===== src/design/hsv332_pkg.sv =====
// ----------------------------------------------------------------------------
// hsv332_pkg
// Shared types, sector codes and helpers for the HSV to RGB332 converter.
// ----------------------------------------------------------------------------
package hsv332_pkg;

    // colour sector selected by hue; no sector for hue at the top of range
    typedef enum logic [2:0] {
        SEC_RY   = 3'd0,
        SEC_YG   = 3'd1,
        SEC_GC   = 3'd2,
        SEC_CB   = 3'd3,
        SEC_BM   = 3'd4,
        SEC_MR   = 3'd5,
        SEC_NONE = 3'd6
    } sector_t;

    // stage 1 result: raw bound product and ramp weight
    typedef struct packed {
        logic [7:0]  value;
        logic [15:0] lo_prod;
        sector_t     sector;
        logic [7:0]  weight;
    } s1_t;

    // stage 2 result: bound and span above it
    typedef struct packed {
        logic [7:0] value;
        logic [7:0] lo;
        logic [7:0] span;
        sector_t    sector;
        logic [7:0] weight;
    } s2_t;

    // stage 3 result: raw ramp product
    typedef struct packed {
        logic [7:0]  value;
        logic [7:0]  lo;
        logic [15:0] ramp_prod;
        sector_t     sector;
    } s3_t;

    localparam logic [10:0] H6_STEP = 11'd255;

    // exact floor(p / 255) for p up to 255*255
    function automatic logic [7:0] div255(input logic [15:0] p);
        logic [15:0] t;
        t = p + 16'd1 + {8'd0, p[15:8]};
        return t[15:8];
    endfunction

    function automatic logic [7:0] pack332(input logic [7:0] r,
                                           input logic [7:0] g,
                                           input logic [7:0] b);
        return {r[7:5], g[7:5], b[7:6]};
    endfunction

endpackage


===== src/design/hsv332_front.sv =====
// ----------------------------------------------------------------------------
// hsv332_front
// Stage 1: bound product, hue sector and triangular ramp weight.
// ----------------------------------------------------------------------------
module hsv332_front (
    input  logic              clk,
    input  logic              rst_n,
    input  logic              up_valid,
    output logic              up_ready,
    input  logic [7:0]        hue,
    input  logic [7:0]        sat,
    input  logic [7:0]        value,
    output logic              dn_valid,
    input  logic              dn_ready,
    output hsv332_pkg::s1_t   dn_data
);

    logic              valid_reg;
    hsv332_pkg::s1_t   data_reg;
    hsv332_pkg::s1_t   data_next;
    logic [10:0]       h6;
    logic [10:0]       ph;
    logic [7:0]        hue_dist;
    hsv332_pkg::sector_t sec;

    assign up_ready = !valid_reg || dn_ready;
    assign dn_valid = valid_reg;
    assign dn_data  = data_reg;

    assign h6 = {1'b0, hue, 2'b00} + {2'b00, hue, 1'b0};

    always_comb
    begin
        priority if (h6 >= 11'(6 * hsv332_pkg::H6_STEP))
            sec = hsv332_pkg::SEC_NONE;
        else if (h6 >= 11'(5 * hsv332_pkg::H6_STEP))
            sec = hsv332_pkg::SEC_MR;
        else if (h6 >= 11'(4 * hsv332_pkg::H6_STEP))
            sec = hsv332_pkg::SEC_BM;
        else if (h6 >= 11'(3 * hsv332_pkg::H6_STEP))
            sec = hsv332_pkg::SEC_CB;
        else if (h6 >= 11'(2 * hsv332_pkg::H6_STEP))
            sec = hsv332_pkg::SEC_GC;
        else if (h6 >= hsv332_pkg::H6_STEP)
            sec = hsv332_pkg::SEC_YG;
        else
            sec = hsv332_pkg::SEC_RY;
    end

    // h6 mod 510: sector pairs share one period
    always_comb
    begin
        unique case (sec[2:1])
            2'd0:    ph = h6;
            2'd1:    ph = h6 - 11'(2 * hsv332_pkg::H6_STEP);
            2'd2:    ph = h6 - 11'(4 * hsv332_pkg::H6_STEP);
            default: ph = h6 - 11'(6 * hsv332_pkg::H6_STEP);
        endcase
        if (ph >= hsv332_pkg::H6_STEP)
            hue_dist = 8'(ph - hsv332_pkg::H6_STEP);
        else
            hue_dist = 8'(hsv332_pkg::H6_STEP - ph);
    end

    always_comb
    begin
        data_next.value   = value;
        data_next.lo_prod = {8'd0, value} * {8'd0, 8'd255 - sat};
        data_next.sector  = sec;
        data_next.weight  = 8'd255 - hue_dist;
    end

    always_ff @(posedge clk or negedge rst_n)
    begin
        if (!rst_n)
            valid_reg <= 1'b0;
        else if (up_ready)
            valid_reg <= up_valid;
    end

    always_ff @(posedge clk)
    begin
        if (up_ready && up_valid)
            data_reg <= data_next;
    end

endmodule


===== src/design/hsv332_bound.sv =====
// ----------------------------------------------------------------------------
// hsv332_bound
// Stage 2: scales the bound product by 1/255 and forms the span above it.
// ----------------------------------------------------------------------------
module hsv332_bound (
    input  logic              clk,
    input  logic              rst_n,
    input  logic              up_valid,
    output logic              up_ready,
    input  hsv332_pkg::s1_t   up_data,
    output logic              dn_valid,
    input  logic              dn_ready,
    output hsv332_pkg::s2_t   dn_data
);

    logic              valid_reg;
    hsv332_pkg::s2_t   data_reg;
    hsv332_pkg::s2_t   data_next;

    assign up_ready = !valid_reg || dn_ready;
    assign dn_valid = valid_reg;
    assign dn_data  = data_reg;

    always_comb
    begin
        data_next.value  = up_data.value;
        data_next.lo     = hsv332_pkg::div255(up_data.lo_prod);
        data_next.span   = up_data.value - data_next.lo;
        data_next.sector = up_data.sector;
        data_next.weight = up_data.weight;
    end

    always_ff @(posedge clk or negedge rst_n)
    begin
        if (!rst_n)
            valid_reg <= 1'b0;
        else if (up_ready)
            valid_reg <= up_valid;
    end

    always_ff @(posedge clk)
    begin
        if (up_ready && up_valid)
            data_reg <= data_next;
    end

endmodule


===== src/design/hsv332_ramp.sv =====
// ----------------------------------------------------------------------------
// hsv332_ramp
// Stage 3: multiplies the span by the ramp weight.
// ----------------------------------------------------------------------------
module hsv332_ramp (
    input  logic              clk,
    input  logic              rst_n,
    input  logic              up_valid,
    output logic              up_ready,
    input  hsv332_pkg::s2_t   up_data,
    output logic              dn_valid,
    input  logic              dn_ready,
    output hsv332_pkg::s3_t   dn_data
);

    logic              valid_reg;
    hsv332_pkg::s3_t   data_reg;
    hsv332_pkg::s3_t   data_next;

    assign up_ready = !valid_reg || dn_ready;
    assign dn_valid = valid_reg;
    assign dn_data  = data_reg;

    always_comb
    begin
        data_next.value     = up_data.value;
        data_next.lo        = up_data.lo;
        data_next.ramp_prod = {8'd0, up_data.span} * {8'd0, up_data.weight};
        data_next.sector    = up_data.sector;
    end

    always_ff @(posedge clk or negedge rst_n)
    begin
        if (!rst_n)
            valid_reg <= 1'b0;
        else if (up_ready)
            valid_reg <= up_valid;
    end

    always_ff @(posedge clk)
    begin
        if (up_ready && up_valid)
            data_reg <= data_next;
    end

endmodule


===== src/design/hsv332_pack.sv =====
// ----------------------------------------------------------------------------
// hsv332_pack
// Stage 4: ramp scaling, channel assignment per sector and RGB332 packing.
// ----------------------------------------------------------------------------
module hsv332_pack (
    input  logic              clk,
    input  logic              rst_n,
    input  logic              up_valid,
    output logic              up_ready,
    input  hsv332_pkg::s3_t   up_data,
    output logic              dn_valid,
    input  logic              dn_ready,
    output logic [7:0]        dn_color
);

    logic        valid_reg;
    logic [7:0]  color_reg;
    logic [7:0]  color_next;
    logic [7:0]  mid;
    logic [7:0]  v;
    logic [7:0]  lo;

    assign up_ready = !valid_reg || dn_ready;
    assign dn_valid = valid_reg;
    assign dn_color = color_reg;

    assign v   = up_data.value;
    assign lo  = up_data.lo;
    // x + lo never exceeds value, so 8 bits suffice
    assign mid = hsv332_pkg::div255(up_data.ramp_prod) + lo;

    always_comb
    begin
        unique case (up_data.sector)
            hsv332_pkg::SEC_RY: color_next = hsv332_pkg::pack332(v, mid, lo);
            hsv332_pkg::SEC_YG: color_next = hsv332_pkg::pack332(mid, v, lo);
            hsv332_pkg::SEC_GC: color_next = hsv332_pkg::pack332(lo, v, mid);
            hsv332_pkg::SEC_CB: color_next = hsv332_pkg::pack332(lo, mid, v);
            hsv332_pkg::SEC_BM: color_next = hsv332_pkg::pack332(mid, lo, v);
            hsv332_pkg::SEC_MR: color_next = hsv332_pkg::pack332(v, lo, mid);
            default:            color_next = 8'd0;
        endcase
    end

    always_ff @(posedge clk or negedge rst_n)
    begin
        if (!rst_n)
            valid_reg <= 1'b0;
        else if (up_ready)
            valid_reg <= up_valid;
    end

    always_ff @(posedge clk)
    begin
        if (up_ready && up_valid)
            color_reg <= color_next;
    end

endmodule


===== src/design/hsv332_top.sv =====
// ----------------------------------------------------------------------------
// hsv_to_rgb332_top
// HSV to packed RGB332 colour converter, four-stage pipeline.
// ----------------------------------------------------------------------------
// Accepts one pixel per clock when the output side is not stalled.
// Each of the four pipeline registers (sector/weight, bound scaling, ramp
// multiply, pack) holds one transaction and frees itself when the stage
// after it takes its data, so back-pressure fills the pipeline bubble by
// bubble and nothing is lost or repeated.
// Hue 255 lies in no sector and yields colour 0.
module hsv_to_rgb332_top (
    input  logic       clk,
    input  logic       rst_n,
    input  logic       in_valid,
    output logic       in_ready,
    input  logic [7:0] hue_in,
    input  logic [7:0] saturation_in,
    input  logic [7:0] value_in,
    output logic       out_valid,
    input  logic       out_ready,
    output logic [7:0] rgb332_color
);

    logic            v1, v2, v3;
    logic            r2, r3, r4;
    hsv332_pkg::s1_t d1;
    hsv332_pkg::s2_t d2;
    hsv332_pkg::s3_t d3;

    hsv332_front u_front (
        .clk      (clk),
        .rst_n    (rst_n),
        .up_valid (in_valid),
        .up_ready (in_ready),
        .hue      (hue_in),
        .sat      (saturation_in),
        .value    (value_in),
        .dn_valid (v1),
        .dn_ready (r2),
        .dn_data  (d1)
    );

    hsv332_bound u_bound (
        .clk      (clk),
        .rst_n    (rst_n),
        .up_valid (v1),
        .up_ready (r2),
        .up_data  (d1),
        .dn_valid (v2),
        .dn_ready (r3),
        .dn_data  (d2)
    );

    hsv332_ramp u_ramp (
        .clk      (clk),
        .rst_n    (rst_n),
        .up_valid (v2),
        .up_ready (r3),
        .up_data  (d2),
        .dn_valid (v3),
        .dn_ready (r4),
        .dn_data  (d3)
    );

    hsv332_pack u_pack (
        .clk      (clk),
        .rst_n    (rst_n),
        .up_valid (v3),
        .up_ready (r4),
        .up_data  (d3),
        .dn_valid (out_valid),
        .dn_ready (out_ready),
        .dn_color (rgb332_color)
    );

    // a free output side never blocks the input
    a_ready_chain: assert property (@(posedge clk) disable iff (!rst_n)
        out_ready |-> in_ready)
        else $error("input stalled while output side is ready");

    // input can only stall once a result is waiting
    a_stall_cause: assert property (@(posedge clk) disable iff (!rst_n)
        !in_ready |-> out_valid)
        else $error("input stalled with no pending result");

    // fixed latency with no back-pressure
    a_latency: assert property (@(posedge clk) disable iff (!rst_n)
        (in_valid && in_ready) ##1 out_ready ##1 out_ready ##1 out_ready
        |=> out_valid)
        else $error("transaction did not reach output in four cycles");

endmodule


===== config.mk =====
export PLATFORM = sky130hd
export DESIGN_NAME = hsv_to_rgb332_top
export DESIGN_NICKNAME = d
export VERILOG_FILES = /design/src/design/hsv332_pkg.sv /design/src/design/hsv332_front.sv /design/src/design/hsv332_bound.sv /design/src/design/hsv332_ramp.sv /design/src/design/hsv332_pack.sv /design/src/design/hsv332_top.sv
export SDC_FILE = /design/constraint.sdc
export NUM_CORES = 1
export LEC_CHECK = 0
export ABC_AREA = 0
export BUFFER_PORTS_ARGS = -buffer_cell sky130_fd_sc_hd__buf_2
export CORE_MARGIN = 2
export CORE_UTILIZATION = 55
export CTS_CLUSTER_DIAMETER = 60
export DETAILED_ROUTE_END_ITERATION = 10
export PLACE_DENSITY_LB_ADDON = 0.3
export SETUP_SLACK_MARGIN = 0.5
export SYNTH_ARGS = -nofsm -noshare
export SYNTH_HDL_FRONTEND = slang
export SYNTH_SLANG_ARGS = --single-unit

===== constraint.sdc =====
create_clock -name clk -period 7.2 [get_ports clk]
set_input_delay 1.44 -clock clk [delete_from_list [all_inputs] [get_ports clk]]
set_output_delay 1.44 -clock clk [all_outputs]
set_load 0.02 [all_outputs]

==> metrics, run 1 <==
status=finished, final reports clean; die area=18100 um^2; crit-path leading delay family=adder cells; Primary FF master, synth=edfxtp_1; mapped cell area=9400 um^2; routability cong.=0.880; Nets=1132; Final Setup Violations=0; Resized Gates After CTS=0; hold slack=0.418 ns; Tot GR Track Use=19.1%; cell leakage power=4.52 nW; Overflow after GRT=0; Post-Route WL=16100 um; number of global-route vias before repair=5965; Setup Buffers After CTS=0; row cnt=47; Antenna Nets Post-Route=0; wire length per cell=14.1 um; Final WS setup=1.69 ns; total of max-cap violations=0; Post-Layout Inst Area=10100 um^2; area grow syn2layout=7.71%; Post-synth EDFFs=100; io pins=38; critical path peak fanout=9; syn_nets=1089; number of diodes=0; maximum number of pins on one net before global-route repair=35; simple-gate share of the synthesized area=14.9%; clk_skew=0.00918 ns; DR iter-0 viols=241; data required time of the worst path=7.30 ns; DR DRC count=0; H-Tree Depth=3; Final Slew Violations=0; startpoint types=input pin; Yosys reg bits=104; Num CTS Buffers=9; synthesized area per cell=10.7 um^2; clk buf depth=2; Total Neg Setup Slack=0 ns; Post-DP HPWL=13300 um; Tcrit/Tclk final=76.6%; share of cells above drive strength 1=7.56%; max incr delay on CP=0.55 ns; Placed Instance Area=9830 um^2; crit-path most repeated cell=fa_1; CP Data Arrival Time=5.61 ns; vias=6208; First-pass DRT Iterations=4; synthesized instance count=878; largest family of logic cells by synthesized area=adder cells; CP endpoint kind=flop; Reg clk slew, reported paths=0.06 ns; CTS Sinks=104; post-synthesis sequential area ratio=33.0%; initial antenna violation count=0; crit path cell chain=buf_2, nor2b_1, fa_1, fa_1, inv_1, fa_1, fa_1, inv_1, ha_1, o21ai_0, a21boi_0, o21ai_0, a21boi_0, o21ai_0, a21oi_1, o41ai_1, xnor2_1; CP Class=input pin to flop; core area=16600 um^2; Slew HR=19.0%; Period minus WS final=5.51 ns; Buf/Inv on CP=3; pre-CTS setup slack=1.37 ns; CP max stage cell=fa_1; Synth Area in Compound Gates=10.2%; CTS tree=done; count of cell types in the netlist=68; # placed instances=1130; hold_buf cts=0; maximum clock rate=181 MHz; I/O Buffers=37; Horiz. Die Dim=135 um; XOR/XNOR Fraction of Synth Area=6.14%; Non-Filler Instances=1146; Skew-Pair Late Insertion Delay=0.35 ns; mux cell area share after synthesis=0.959%; final hold violation count=0; YS warnings=0; first-pass GRT wire length=27800 um; clk root buf=clkbuf_16; post-synthesis adder-cell area fraction=29.8%; P per Cell Area=486 nW/um^2; VDD IR max=0.395 mV; pin slew with the least headroom to its limit=1.21 ns; ys async rst share=3.85%; Starting Density=56.5%; die height=135 um; RSZ-0062 raised after global routing=false; HP Class=flop to flop; DR vias/cell=5.42
==> power by group <==
group / internal (mW) / switching, mW / leakage, nW / total (mW)
sequential: 1.09 / 0.168 / 1.02 / 1.26
combinational: 1.50 / 1.68 / 3.36 / 3.18
clock: 0.272 / 0.206 / 0.140 / 0.478
==> kinds of logic after synthesis <==
| kind of cell | count (synthesis) |
|---|---|
| fa+ha+maj | 183 |
| buf+inv | 120 |
| compound gates | 139 |
| xor+xnor | 65 |
| mux | 9 |
| flops | 104 |
| simple gates | 258 |
==> per-layer routing <==
metal / share of wire (%) / up-vias / global-route usage (%)
met5: 0 / - / 0
met4: 1.1 / 0 / 4.44
met3: 3.6 / 16 / 3.57
met2: 50 / 118 / 33.3
met1: 45 / 2971 / 24.8
li1: - / 3103 / -
==> state kept, by name, summed over array words and instances (netlist names) <==
name,count
u_pack.dn_valid,1
u_ramp.dn_data,29
u_bound.dn_valid,1
u_front.dn_data,34
u_pack.dn_color,8
u_bound.dn_data,29
u_ramp.dn_valid,1
u_front.dn_valid,1
==> layout by cell type (no fill, tap or decap), types with 10 or more instances in the layout <==
master      n
a21oi_1    36
nor2b_1    42
nor3_1     10
inv_1     113
nor2_1     37
edfxtp_1  100
nand2_1    55
fa_1       68
o21a_1     10
ha_1      115
buf_2      37
xnor2_1    47
and2_1     36
o21ai_0    21
xor2_1     17
nand2b_1   38
a21o_1     14
==> synthesized netlist by cell type, types with 10 or more instances <==
cell type | instances | area (um^2)
and2_1 | 36 | 225
nand2_1 | 55 | 206
fa_1 | 68 | 1360
ha_1 | 115 | 1440
o21a_1 | 10 | 75.1
a21oi_1 | 36 | 180
a21o_1 | 14 | 105
xnor2_1 | 47 | 412
nand2b_1 | 38 | 238
o21ai_0 | 21 | 105
nor2_1 | 37 | 139
nor2b_1 | 42 | 263
nor3_1 | 10 | 50.1
edfxtp_1 | 100 | 3000
xor2_1 | 17 | 149
inv_1 | 113 | 424
==> metrics by stage <==
stage | util [%] | total power [mW]
after CTS | 60.8 | 4.98
after global routing | 60.8 | 5.48
after floorplan | - | 3.84
final | 60.8 | 4.92
after global placement | 59.1 | 4.37
after detailed placement | 59.1 | 4.47
==> cell type report <==
type / instances / area [um^2]
repair buffers: 39 / 200
flip-flops and latches: 104 / 3100
multi-input cells: 654 / 5830
clock inverters: 4 / 53.8
fillers: 1378 / 6520
clock buffers: 12 / 236
inverters: 113 / 424
well taps: 220 / 275
==> path summary, 6_finish.rpt <==
| check | startpoint | to | slack (ns) | depth (start not counted) |
|---|---|---|---|---|
| min reg2reg | u_bound.dn_data[19]$_DFFE_PP_ | u_ramp.dn_data[19]$_DFFE_PP_ | 0.42 | 0 |
| max | value_in[1] | u_front.dn_data[26]$_DFFE_PP_ | 1.69 | 17 |
| min in group asynchronous | rst_n | u_bound.dn_valid$_DFFE_PN0P_ | 0.88 | 1 |
| max reg2reg | u_bound.dn_data[4]$_DFFE_PP_ | u_ramp.dn_data[18]$_DFFE_PP_ | 2.52 | 16 |
| max in group asynchronous | rst_n | u_front.dn_valid$_DFFE_PN0N_ | 6.21 | 1 |
| min | u_bound.dn_data[19]$_DFFE_PP_ | u_ramp.dn_data[19]$_DFFE_PP_ | 0.42 | 0 |
Power figures use the tool's default switching activity.
==> inputs of run 2 (changes only) <==
clock period = 4.7 ns   (was 7.2 ns; I/O delays follow)
==> run 2 against run 1 <==
- first-iteration DRC count increased by 24%
- highest routed layer unchanged
- critical path type unchanged
- critical endpoint is now u_front.dn_data[25]$_DFFE_PP_
- wire length grew 16%
- largest power group unchanged
- utilization grew 7.3 points
- worst hold slack got worse by 0.030 ns
==> metrics, run 2 (synthesized netlist as in run 1, its figures left out) <==
I/O Buffers=37 (unchanged); Starting Density=56.5% (unchanged); Seq pwr share=20.4% (was 25.6%); HP Class=input pin to asynchronous set/reset pin (was flop to flop); Routed met1 length=8140 um (was 7310 um); crit-path most repeated cell=fa_1 (unchanged); critical path peak fanout=5 (was 9); max reg flops=34 (unchanged); Fillers=1223 (was 1378); pin slew with the least headroom to its limit=1.21 ns (about the same); die height=135 um (unchanged); CP Data Arrival Time=4.56 ns (was 5.61 ns); CTS Sinks=104 (unchanged); Antenna Nets Post-Route=0 (unchanged); vias=6614 (was 6208); CP max stage cell=fa_1 (unchanged); Final Setup Violations=0 (unchanged); routability cong.=0.904 (was 0.880); fin util=68.2% (was 60.8%); DR iter-0 viols=300 (was 241); total of max-cap violations=0 (unchanged); Period minus WS final=4.47 ns; clk_skew=0.00957 ns (was 0.00918 ns); Sequential Area=3100 um^2 (unchanged); metal2 WL=9710 um (was 8030 um); hold_buf cts=0 (unchanged); maximum number of pins on one net before global-route repair=35 (unchanged); Worst Setup SP=saturation_in[5] (was value_in[1]); CTS tree=done (unchanged); startpoint types=input pin (unchanged); Reg clk slew, reported paths=0.07 ns (was 0.06 ns); first-pass GRT wire length=31100 um (was 27800 um); combinational power share=71.9% (was 64.7%); DR vias/cell=5.37 (was 5.42); uppermost layer routed=met4 (unchanged); Overflow after GRT=0 (unchanged); clock share of power=7.7% (was 9.7%); clk root buf=clkbuf_16 (unchanged); Final Slew Violations=0 (unchanged); reg2reg setup slack=0.30 ns (was 2.52 ns); row cnt=47 (unchanged); commonest non-fill, non-tap cell in the layout=ha_1 (unchanged); P per Cell Area=830 nW/um^2 (was 486 nW/um^2); max incr delay on CP=0.56 ns (was 0.55 ns); final hold violation count=0 (unchanged); Net Sw Frac=41.1% (was 41.8%); Critical Path Sink=u_front.dn_data[25]$_DFFE_PP_ (was u_front.dn_data[26]$_DFFE_PP_); Post-DP HPWL=14300 um (was 13300 um); io pins=38 (unchanged); clk buf depth=2 (unchanged); CP endpoint kind=flop (unchanged); reg2reg start=u_bound.dn_data[3]$_DFFE_PP_ (was u_bound.dn_data[4]$_DFFE_PP_); Nets=1218 (was 1132); VDD IR max=1.30 mV (was 0.395 mV); Num CTS Buffers=9 (unchanged); RSZ-0062 raised after global routing=true (was false); die area=18100 um^2 (unchanged); CP Class=input pin to flop (unchanged); area grow syn2layout=20.7% (was 7.71%); Horiz. Die Dim=135 um (unchanged); RR Endpoint=u_ramp.dn_data[18]$_DFFE_PP_ (unchanged); hold slack=0.388 ns (was 0.418 ns); Tcrit/Tclk final=95.1%; Reg2Reg Depth=17 (was 16); Post-Route WL=18600 um (was 16100 um); most frequent cells in the layout=ha_1 (105), inv_1 (103), edfxtp_1 (100) (was ha_1 (115), inv_1 (113), edfxtp_1 (100)); number of diodes=0 (unchanged); initial antenna violation count=0 (unchanged); internal power=5.55 mW (was 2.86 mW); DR DRC count=0 (unchanged); crit path cell chain=buf_8, nand2b_4, fa_1, fa_1, inv_1, fa_1, fa_1, ha_4, a21oi_4, nand2b_4, a21boi_2, o31a_1, o41ai_2, xnor2_1 (was buf_2, nor2b_1, fa_1, fa_1, inv_1, fa_1, fa_1, inv_1, ha_1, o21ai_0, a21boi_0, o21ai_0, a21boi_0, o21ai_0, a21oi_1, o41ai_1, xnor2_1); maximum clock rate=224 MHz; Skew-Pair Late Insertion Delay=0.34 ns (was 0.35 ns); wire length per cell=15.1 um (was 14.1 um); H-Tree Depth=3 (unchanged); WL met3=486 um (was 587 um); core area=16600 um^2 (unchanged); data required time of the worst path=4.79 ns (was 7.30 ns); number of global-route vias before repair=6674 (was 5965); share of cells above drive strength 1=23.5% (was 7.56%); Multi-input gate area=6280 um^2 (was 5830 um^2); cell leakage power=5.12 nW (was 4.52 nW); Slew HR=19.1% (was 19.0%); status=finished, final reports clean (unchanged); Net Sw Power=3.86 mW (was 2.06 mW); First-pass DRT Iterations=4 (unchanged); Tot GR Track Use=21.3% (was 19.1%)
==> run 2: cell type report <==
cell class,count,share of cell area (%)
Timing Repair Buffer,125,8.45
Clock buffer,11,2.23
Inverter,113,3.74
Multi-Input combinational cell,654,55.4
Tap cell,220,2.43
Clock inverter,5,0.441
Sequential cell,104,27.4
==> run 2: how the worst min path moves through the flow <==
stage	from	end	cells after the start
after floorplan	u_front.dn_data[10]$_DFFE_PP_	u_bound.dn_data[10]$_DFFE_PP_	0
after global placement	u_front.dn_data[7]$_DFFE_PP_	u_bound.dn_data[7]$_DFFE_PP_	0
after detailed placement	u_bound.dn_data[20]$_DFFE_PP_	u_ramp.dn_data[20]$_DFFE_PP_	0
after CTS	rst_n	u_front.dn_valid$_DFFE_PN0N_	1
after global routing	rst_n	u_bound.dn_valid$_DFFE_PN0P_	1
final	rst_n	u_bound.dn_valid$_DFFE_PN0P_	1
==> run 2: timing repair <==
item	in CTS	in global routing
pin swaps	38	40
buffers inserted	22	11
endpoints found under the setup margin	9	22
resized for setup	56	48
cloned	0	0
==> run 2: per-layer routing <==
metal	global-route usage (%)	up-vias
li1	-	3285
met1	27.1	3198
met2	39.3	109
met3	2.25	22
met4	4.56	0
met5	0	-
==> run 2: per-stage QoR <==
stage,total power [mW],setup TNS (ns),setup WS (ns),cells,instance area [um^2]
final,9.41,0,0.231,1232,11300
after global routing,10.3,0,0.0635,1232,11300
after CTS,8.85,0,0.278,1221,11100
after detailed placement,7.40,-0.645,-0.284,1183,10400
after global placement,7.25,-0.379,-0.181,1183,10400
after floorplan,6.20,0,0.0379,878,9550
==> run 2: power groups by stage <==
| stage | Clock, mW | Combinational, mW | Sequential, mW |
|---|---|---|---|
| 5_1_grt | 0.770 | 7.57 | 1.96 |
| 6_report | 0.726 | 6.77 | 1.92 |
| 4_1_cts | 0.738 | 6.19 | 1.92 |
| 3_5_place_dp | 0 | 5.45 | 1.95 |
| 2_1_floorplan | 0 | 4.34 | 1.86 |
| 3_3_place_gp | 0 | 5.30 | 1.94 |
==> run 2: worst max-delay path, delay by kind of cell <==
kind            cells  cell delay (ns)
simple gates        2             0.28
compound gates      4             0.81
buf+inv             2             0.15
fa+ha+maj           5             2.26
xor+xnor            1             0.09
==> inputs of run 3 (changes only) <==
clock period = 4.39 ns   (was 4.7 ns; I/O delays follow)
==> run 3 against run 2 <==
- the run now ends with negative setup slack left
- critical path depth unchanged
- utilization increased by 3.2 points
- global-route usage barely moved
- die area stayed put
- setup slack got worse by 0.24 ns
- via count rose by 1.3%
- largest cell class unchanged
==> metrics, run 3 (synthesized netlist as in run 1, its figures left out) <==
Crit path depth=14 (unchanged); Reg2Reg Depth=16 (was 17); initial antenna violation count=0 (unchanged); Overflow after GRT=0 (unchanged); share of cells above drive strength 1=28.4% (was 23.5%); Post-Route WL=19100 um (was 18600 um); CP Class=input pin to flop (unchanged); RSZ-0062 raised after global routing=true (unchanged); routability cong.=0.875 (was 0.904); Tot GR Track Use=21.3% (about the same); Period minus WS final=4.40 ns; number of diodes=0 (unchanged); Final Setup Violations=1 (was 0); row cnt=47 (unchanged); Skew-Pair Late Insertion Delay=0.35 ns (was 0.34 ns); final hold violation count=0 (unchanged); most frequent cells in the layout=ha_1 (104), inv_1 (103), edfxtp_1 (100) (was ha_1 (105), inv_1 (103), edfxtp_1 (100)); CP Data Arrival Time=4.50 ns (was 4.56 ns); CTS Sinks=104 (unchanged); Final WS setup=-0.00755 ns (was 0.231 ns); crit-path most repeated cell=fa_1 (unchanged); startpoint types=input pin (unchanged); CP endpoint kind=flop (unchanged); number of global-route vias before repair=6822 (was 6674); CTS tree=done (unchanged); hold slack=0.316 ns (was 0.388 ns); RR Endpoint=u_ramp.dn_data[18]$_DFFE_PP_ (unchanged); DR iter-0 viols=287 (was 300); CP max stage cell=fa_1 (unchanged); data required time of the worst path=4.49 ns (was 4.79 ns); reg2reg start=u_bound.dn_data[4]$_DFFE_PP_ (was u_bound.dn_data[3]$_DFFE_PP_); vias=6701 (was 6614); wire length per cell=15.2 um (was 15.1 um); critical path peak fanout=5 (unchanged); I/O Buffers=37 (unchanged); Starting Density=56.5% (unchanged); clk buf depth=2 (unchanged); Tcrit/Tclk final=100%; status=complete, but fails checks (was finished, final reports clean); Critical Path Sink=u_front.dn_data[25]$_DFFE_PP_ (unchanged); die height=135 um (unchanged); H-Tree Depth=3 (unchanged); core area=16600 um^2 (unchanged); crit-path leading delay family=adder cells (unchanged); HP Class=input pin to asynchronous set/reset pin (unchanged); Slew HR=52.6% (was 19.1%); hold_buf cts=0 (unchanged); Non-Filler Instances=1254 (was 1232); reg2reg setup slack=0.05 ns (was 0.30 ns); clk root buf=clkbuf_16 (unchanged); Buf/Inv on CP=4 (was 2); crit path cell chain=buf_12, buf_8, nand2b_4, fa_1, inv_2, fa_1, fa_1, fa_1, ha_4, buf_6, a21boi_2, o31a_1, o41ai_2, xnor2_1 (was buf_8, nand2b_4, fa_1, fa_1, inv_1, fa_1, fa_1, ha_4, a21oi_4, nand2b_4, a21boi_2, o31a_1, o41ai_2, xnor2_1); maximum number of pins on one net before global-route repair=35 (unchanged); Post-DP HPWL=14300 um (about the same); pin slew with the least headroom to its limit=0.710 ns (was 1.21 ns); die area=18100 um^2 (unchanged); fin util=71.3% (was 68.2%); Nets=1240 (was 1218); failing checks=negative setup slack; max reg flops=34 (unchanged); DR vias/cell=5.34 (was 5.37); First-pass DRT Iterations=4 (unchanged); Total Neg Setup Slack=-0.00755 ns (was 0 ns); Antenna Nets Post-Route=0 (unchanged); DR DRC count=0 (unchanged); Final Slew Violations=0 (unchanged); max incr delay on CP=0.61 ns (was 0.56 ns); maximum clock rate=227 MHz; # placed instances=1196 (was 1183); Worst Setup SP=value_in[3] (was saturation_in[5]); area grow syn2layout=26.3% (was 20.7%); total of max-cap violations=0 (unchanged); first-pass GRT wire length=31000 um (was 31100 um); Reg clk slew, reported paths=0.07 ns (about the same); io pins=38 (unchanged); Horiz. Die Dim=135 um (unchanged); Num CTS Buffers=9 (unchanged); commonest non-fill, non-tap cell in the layout=ha_1 (unchanged); clk_skew=0.00560 ns (was 0.00957 ns)
==> run 3: changes by cell type in the layout (fill, tap and decap cells not counted), sizes merged <==
cell    before  now
buf        125  146
bufinv       0    2
clkbuf      11   10
==> run 3: worst min-delay path by stage <==
stage | to | from | depth (start not counted) | slack, ns
after floorplan | u_bound.dn_data[10]$_DFFE_PP_ | u_front.dn_data[10]$_DFFE_PP_ | 0 | 0.40
after CTS | u_pack.dn_valid$_DFFE_PN0P_ | rst_n | 1 | 0.31
after detailed placement | u_bound.dn_data[4]$_DFFE_PP_ | u_front.dn_data[4]$_DFFE_PP_ | 0 | 0.41
after global routing | u_pack.dn_valid$_DFFE_PN0P_ | rst_n | 1 | 0.31
final | u_pack.dn_valid$_DFFE_PN0P_ | rst_n | 1 | 0.32
after global placement | u_bound.dn_data[2]$_DFFE_PP_ | u_front.dn_data[2]$_DFFE_PP_ | 0 | 0.40
==> run 3: cell type report <==
cell class,instances,area (um^2)
Clock buffer,9,225
Clock inverter,7,95.1
Fill cell,1148,4770
Inverter,113,424
Multi-Input combinational cell,654,6560
Sequential cell,104,3100
Tap cell,220,275
Timing Repair Buffer,147,1190
==> run 3: what timing repair did <==
item,in CTS,in global routing
setup endpoints to repair,23,27
pin swaps,48,67
gates resized for setup,67,90
endpoints found under the hold margin,0,0
buffers inserted,16,26
==> run 3: through the flow <==
| stage | setup WS [ns] | instance area (um^2) |
|---|---|---|
| after floorplan | -0.210 | 9620 |
| after global placement | -0.432 | 10600 |
| after detailed placement | -0.473 | 10600 |
| after CTS | 0.0544 | 11300 |
| after global routing | -0.157 | 11900 |
| final | -0.00755 | 11900 |
==> run 3: routing by layer <==
| layer | vias to the layer above | global-route usage [%] | wire length [um] |
|---|---|---|---|
| li1 | 3325 | - | - |
| met1 | 3245 | 25.6 | 8140 |
| met2 | 98 | 40.0 | 10100 |
| met3 | 33 | 2.06 | 421 |
| met4 | 0 | 6.84 | 398 |
| met5 | - | 0 | 0 |
Power of run 3 is not shown: default switching activity piles up to over one toggle a cycle in this logic, so the estimate is an artifact.
